### src/dkh_pkg.sv
// shared types, codes and base decoding for the k-mer histogram
package dkh_pkg;

	typedef enum logic [1:0] {
		FUNC_FEED = 2'd0,
		FUNC_EOL  = 2'd1,
		FUNC_READ = 2'd2
	} func_t;

	localparam logic [7:0] CHAR_A_UP = 8'h41;
	localparam logic [7:0] CHAR_C_UP = 8'h43;
	localparam logic [7:0] CHAR_G_UP = 8'h47;
	localparam logic [7:0] CHAR_T_UP = 8'h54;
	localparam logic [7:0] CHAR_A_LO = 8'h61;
	localparam logic [7:0] CHAR_C_LO = 8'h63;
	localparam logic [7:0] CHAR_G_LO = 8'h67;
	localparam logic [7:0] CHAR_T_LO = 8'h74;

	localparam int unsigned CODE_W  = 10;
	localparam int unsigned COUNT_W = 32;

	typedef struct packed {
		logic              valid;
		logic [1:0]        code;
	} base_t;

	// what one transfer asks of the histogram stage
	typedef struct packed {
		logic              count;
		logic              read;
		logic              kmer_ready;
		logic [CODE_W-1:0] kmer_code;
	} kmer_req_t;

	typedef struct packed {
		logic               kmer_ready;
		logic [CODE_W-1:0]  kmer_code;
		logic [COUNT_W-1:0] bin_count;
	} kmer_res_t;

	function automatic base_t base_decode(input logic [7:0] ch);
		base_t b;
		b.valid = 1'b1;
		case (ch)
			CHAR_A_UP, CHAR_A_LO: b.code = 2'd0;
			CHAR_C_UP, CHAR_C_LO: b.code = 2'd1;
			CHAR_G_UP, CHAR_G_LO: b.code = 2'd2;
			CHAR_T_UP, CHAR_T_LO: b.code = 2'd3;
			default: begin
				b.valid = 1'b0;
				b.code  = 2'd0;
			end
		endcase
		return b;
	endfunction

endpackage

### src/dkh_window.sv
// base decoding and the sliding window of recent bases
module dkh_window import dkh_pkg::*; #(
	parameter int unsigned KMER_LENGTH = 5
) (
	input  logic                       clk,
	input  logic                       arst_n,
	input  logic                       accept,
	input  logic [1:0]                 func,
	input  logic [7:0]                 symbol,
	input  logic [9:0]                 bin_index,
	output kmer_req_t                  req,
	output logic [2*KMER_LENGTH-1:0]   addr
);

	localparam int unsigned AW = 2 * KMER_LENGTH;
	localparam int unsigned RW = 2 * (KMER_LENGTH - 1);
	localparam int unsigned HW = $clog2(KMER_LENGTH);

	logic [RW-1:0] recent_q;
	logic [HW-1:0] held_q;
	logic [RW-1:0] recent_d;
	logic [HW-1:0] held_d;
	base_t         base;
	logic [AW-1:0] code;
	logic          full;
	logic [AW+CODE_W-1:0] code_ext;
	logic [AW+CODE_W-1:0] idx_ext;

	assign base     = base_decode(symbol);
	assign code     = {recent_q, base.code};
	assign full     = (held_q == HW'(KMER_LENGTH - 1));
	assign code_ext = {{CODE_W{1'b0}}, code};
	assign idx_ext  = {{AW{1'b0}}, bin_index};

	always_comb begin
		req      = '0;
		addr     = code;
		recent_d = recent_q;
		held_d   = held_q;
		case (func)
			FUNC_FEED: begin
				if (base.valid) begin
					recent_d = code[RW-1:0];
					if (full) begin
						req.count      = 1'b1;
						req.kmer_ready = 1'b1;
						req.kmer_code  = code_ext[CODE_W-1:0];
					end else begin
						held_d = held_q + HW'(1);
					end
				end else begin
					recent_d = '0;
					held_d   = '0;
				end
			end
			FUNC_EOL: begin
				recent_d = '0;
				held_d   = '0;
			end
			FUNC_READ: begin
				req.read = 1'b1;
				addr     = idx_ext[AW-1:0];
			end
			default: begin
			end
		endcase
	end

	always_ff @(posedge clk or negedge arst_n) begin
		if (!arst_n) begin
			recent_q <= '0;
			held_q   <= '0;
		end else if (accept) begin
			recent_q <= recent_d;
			held_q   <= held_d;
		end
	end

endmodule

### config.mk
export PLATFORM = sky130hd
export DESIGN_NAME = dkh_window
export DESIGN_NICKNAME = d
export VERILOG_FILES = /design/src/dkh_pkg.sv /design/src/dkh_window.sv
export SDC_FILE = /design/constraint.sdc
export NUM_CORES = 1
export LEC_CHECK = 0
export BUFFER_PORTS_ARGS = -buffer_cell sky130_fd_sc_hd__buf_4
export CAP_MARGIN = 20
export CORE_AREA = 5 5 52 54
export DETAILED_ROUTE_END_ITERATION = 8
export DIE_AREA = 0 0 57 59
export GPL_TIMING_DRIVEN = 0
export PLACE_DENSITY_LB_ADDON = 0.2
export SLEW_MARGIN = 15
export SYNTH_ARGS = -nofsm -noshare
export SYNTH_HDL_FRONTEND = slang
export SYNTH_SLANG_ARGS = --single-unit
### constraint.sdc
create_clock -name clk -period 4.1 [get_ports clk]
set_input_delay 0.615 -clock clk [delete_from_list [all_inputs] [get_ports clk]]
set_output_delay 0.615 -clock clk [all_outputs]
set_load 0.005 [all_outputs]
==> impl_metrics.xml <==
<?xml version="1.0" encoding="UTF-8"?>
<metrics>
  <group name="status">
    <metric name="run_status" unit="">finished clean</metric>
  </group>
  <group name="worst_setup_path">
    <metric name="crit_path_dat" unit="ns">2.04</metric>
    <metric name="crit_path_start_kind" unit="">flop</metric>
    <metric name="crit_path_cell_trace" unit="">inv_1 -&gt; ha_1 -&gt; nand2_1 -&gt; nor3_1 -&gt; and3_4 -&gt; buf_6 -&gt; nor2b_1 -&gt; buf_4</metric>
    <metric name="timing.reg2reg.worst_path_depth" unit="">6</metric>
    <metric name="family_with_the_most_delay_on_the_worst_path" unit="">simple AND/OR/NAND/NOR gates</metric>
    <metric name="critical_path.reg2reg.startpoint" unit="">held_q[0]</metric>
    <metric name="critical-path-slowest-cell" unit="">sky130_fd_sc_hd__nor3_1</metric>
    <metric name="category_of_the_critical_setup_timing_path" unit="">reg -&gt; out</metric>
    <metric name="cp.buffers_inverters" unit="">3</metric>
    <metric name="critical_path_required_time" unit="ns">3.48</metric>
    <metric name="critical_path_cell_count" unit="">8</metric>
    <metric name="critical-path-max-stage-delay" unit="ns">0.40</metric>
    <metric name="worst_setup_path_startpoint" unit="">held_q[0]</metric>
    <metric name="r2r_end" unit="">held_q[2]</metric>
    <metric name="critical_path.endpoint_type" unit="">primary output</metric>
    <metric name="timing.critical_path.to" unit="">req[0]</metric>
    <metric name="crit_path_max_fanout" unit="">11</metric>
    <metric name="regToRegSetupSlack" unit="ns">2.53</metric>
  </group>
  <group name="power_and_ir_drop">
    <metric name="p_leak" unit="µW">0.000603</metric>
    <metric name="p_per_area" unit="nW/µm²">190</metric>
    <metric name="ir_worst_vdd" unit="mV">0.143</metric>
    <metric name="p_total" unit="µW">231</metric>
  </group>
  <group name="yosys">
    <metric name="ys_seq_area_share" unit="%">33.5</metric>
    <metric name="count_of_mapped_cells_out_of_synthesis" unit="">82</metric>
    <metric name="yosysWarnings" unit="">0</metric>
    <metric name="synth_cell_type_count" unit="">29</metric>
    <metric name="postSynthRegisterBits" unit="">11</metric>
    <metric name="synth.most_common_cell" unit="">sky130_fd_sc_hd__dfrtp_1</metric>
    <metric name="postSynthNetCount" unit="">107</metric>
    <metric name="synth_top_area_cell" unit="">sky130_fd_sc_hd__dfrtp_1</metric>
    <metric name="yosys_most_used_dff" unit="">sky130_fd_sc_hd__dfrtp_1</metric>
    <metric name="syn-cell-area" unit="µm²">821</metric>
    <metric name="post_synth_edffs" unit="">0</metric>
    <metric name="synth_top_cells_by_area" unit="">sky130_fd_sc_hd__dfrtp_1, sky130_fd_sc_hd__mux2_2, sky130_fd_sc_hd__a22o_1</metric>
    <metric name="postSynth.asyncResetShare" unit="%">100</metric>
    <metric name="top_cell_types_by_occurrence_after_synthesis" unit="">sky130_fd_sc_hd__dfrtp_1, sky130_fd_sc_hd__and2_1, sky130_fd_sc_hd__mux2_2</metric>
    <metric name="postSynthAreaPerCell" unit="µm²">10.0</metric>
    <metric name="synth_top_cell_area_share" unit="%">33.5</metric>
  </group>
  <group name="timing">
    <metric name="final_min_period_over_clock_period" unit="%">64.8</metric>
    <metric name="final-setup-viol-count" unit="">0</metric>
    <metric name="setup_total_negative_slack" unit="ns">0</metric>
    <metric name="timing.fmax" unit="MHz">377</metric>
    <metric name="worst_slew_margin_rel" unit="%">66.3</metric>
    <metric name="layout_min_cycle_time" unit="ns">2.66</metric>
    <metric name="timing.final.hold_violations" unit="">0</metric>
    <metric name="timing.clock.skew" unit="ns">0.00384</metric>
    <metric name="tightest_slew" unit="ns">0.502</metric>
    <metric name="rsz0062_at_grt" unit="">false</metric>
    <metric name="final_slew_violations" unit="">0</metric>
  </group>
  <group name="grt">
    <metric name="initial_antenna_violation_count" unit="">0</metric>
    <metric name="grt.overflow.total" unit="">0</metric>
    <metric name="pin_count_of_the_biggest_net_entering_global_routing" unit="">12</metric>
    <metric name="grt_pass1_vias" unit="">814</metric>
    <metric name="global_route_wire_length_before_repair" unit="µm">3550</metric>
    <metric name="globalRouteTotalUtil" unit="%">13.4</metric>
  </group>
  <group name="floorplanning">
    <metric name="core_area" unit="µm²">2170</metric>
    <metric name="floorplan.die.width" unit="µm">57</metric>
    <metric name="fp.dieH" unit="µm">59</metric>
    <metric name="design.portCount" unit="">46</metric>
    <metric name="die_area" unit="µm²">3360</metric>
    <metric name="num_rows" unit="">17</metric>
    <metric name="initial_utilization" unit="%">37.8</metric>
  </group>
  <group name="clocking">
    <metric name="numCtsBuffers" unit="">3</metric>
    <metric name="max-clock-path-buffers" unit="">2</metric>
    <metric name="clk_pin_slew" unit="ns">0.07</metric>
    <metric name="sink_count_of_the_clock_tree" unit="">11</metric>
    <metric name="cts_hold_buffers" unit="">0</metric>
    <metric name="cts_repair_resize_count" unit="">0</metric>
    <metric name="deepest_level_of_the_cts_h_tree" unit="">1</metric>
    <metric name="clock_latency" unit="ns">0.27</metric>
    <metric name="post_cts.repair.setup_buffers" unit="">0</metric>
    <metric name="cts_tree" unit="">built</metric>
    <metric name="clock_tree.root_cell" unit="">sky130_fd_sc_hd__clkbuf_4</metric>
  </group>
  <group name="detailed_routing">
    <metric name="wl_per_cell" unit="µm">13.3</metric>
    <metric name="totalWireLength" unit="µm">2100</metric>
    <metric name="via_per_inst" unit="">4.87</metric>
    <metric name="count_of_vias_placed_by_the_detailed_router" unit="">770</metric>
    <metric name="detail_route.drc_violations" unit="">0</metric>
    <metric name="first_pass_iters" unit="">4</metric>
    <metric name="drt_iter0_markers" unit="">13</metric>
    <metric name="route.antenna.remaining_nets" unit="">0</metric>
  </group>
  <group name="layout">
    <metric name="area_overhead_vs_synth" unit="%">47.7</metric>
    <metric name="antennaDiodeCount" unit="">0</metric>
    <metric name="layout.cells.non_filler" unit="">158</metric>
    <metric name="layout.filler_cells" unit="">210</metric>
    <metric name="final_layout_size_suffix_gt1_share" unit="%">50.0</metric>
    <metric name="finalNetCount" unit="">156</metric>
  </group>
  <group name="hold_path">
    <metric name="hp-class" unit="">in -&gt; async</metric>
  </group>
  <group name="placement">
    <metric name="port_buffers" unit="">44</metric>
    <metric name="place_hpwl" unit="µm">1700</metric>
    <metric name="place_inst" unit="">154</metric>
    <metric name="routabilityCongestion" unit="">0.696</metric>
  </group>
  <group name="run">
    <metric name="maxCapViolations" unit="">0</metric>
  </group>
</metrics>
how the worst min path moves through the flow:
stage | from | to | slack [ns]
3_5_place_dp | arst_n | held_q[0] | 0.46
6_report | arst_n | recent_q[2] | 0.17
2_1_floorplan | arst_n | held_q[0] | 0.32
5_1_grt | arst_n | held_q[0] | 0.17
3_3_place_gp | arst_n | held_q[0] | 0.46
4_1_cts | arst_n | recent_q[1] | 0.17
through the flow:
step	worst slack, ns	cell area [µm²]	hold slack [ns]	utilization, %
final	1.44	1210	0.169	55.9
after detailed placement	1.61	1190	0.460	54.7
after global routing	1.24	1210	0.166	55.9
after floorplan	1.98	821	0.319	-
after CTS	1.43	1210	0.168	55.9
after global placement	1.60	1190	0.456	54.7
cell usage in the layout (no fill, tap or decap), types with 2 or more instances in the layout:
cell type and count:
sky130_fd_sc_hd__a22o_1 6, sky130_fd_sc_hd__and2_1 8, sky130_fd_sc_hd__and3_4 2, sky130_fd_sc_hd__buf_4 45
sky130_fd_sc_hd__buf_6 2, sky130_fd_sc_hd__clkbuf_1 2, sky130_fd_sc_hd__clkbuf_4 3, sky130_fd_sc_hd__dfrtp_1 11
sky130_fd_sc_hd__ha_1 2, sky130_fd_sc_hd__inv_1 5, sky130_fd_sc_hd__mux2_2 8, sky130_fd_sc_hd__mux2i_1 2
sky130_fd_sc_hd__nand2_1 6, sky130_fd_sc_hd__nand2b_1 3, sky130_fd_sc_hd__nand3_1 4, sky130_fd_sc_hd__nor2_1 2
sky130_fd_sc_hd__nor2b_1 2, sky130_fd_sc_hd__o21ai_0 5
state kept, by name, indices dropped and copies added (netlist names):
name      flops
held_q        3
recent_q      8
per-layer routing:
layer,vias up,share of wire (%),global-route usage [%]
li1,387,-,-
met1,349,44,16.5
met2,32,47,22.0
met3,2,7.4,1.96
met4,0,1.3,7.95
met5,-,0,0
kinds of logic (layout without fill, tap and decap cells):
logic type      after synthesis  after routing  share of synthesized area (%)
simple gates                 33             33                           25.9
compound gates               16             16                           17.1
flops                        11             11                           33.5
mux                          10             10                           13.4
buf+inv                      10             58                           7.01
fa+ha+maj                     2              2                           3.05
report_power, final:
| part | internal, µW | total, µW | switching (µW) |
|---|---|---|---|
| Combinational | 27.8 | 48.1 | 20.3 |
| Sequential | 109 | 109 | 0.232 |
| Clock | 37.6 | 73.8 | 36.2 |
worst register-to-register path: cells and delay by family (launching register included):
| family | cells | cell delay, ns |
|---|---|---|
| compound gates | 2 | 0.39 |
| fa+ha+maj | 1 | 0.15 |
| buf+inv | 1 | 0.10 |
| flops | 1 | 0.39 |
| simple gates | 2 | 0.45 |
cell type report:
cell class | instances | area (µm²) | share of cell area, %
tap | 28 | 35.0 | 2.89
multi-input combinational | 61 | 488 | 40.2
clock buffer | 4 | 26.3 | 2.17
sequential | 11 | 275 | 22.7
buffer | 5 | 38.8 | 3.20
inverter | 5 | 18.8 | 1.55
timing repair buffer | 44 | 330 | 27.2
(Power assumes the default switching activity.)
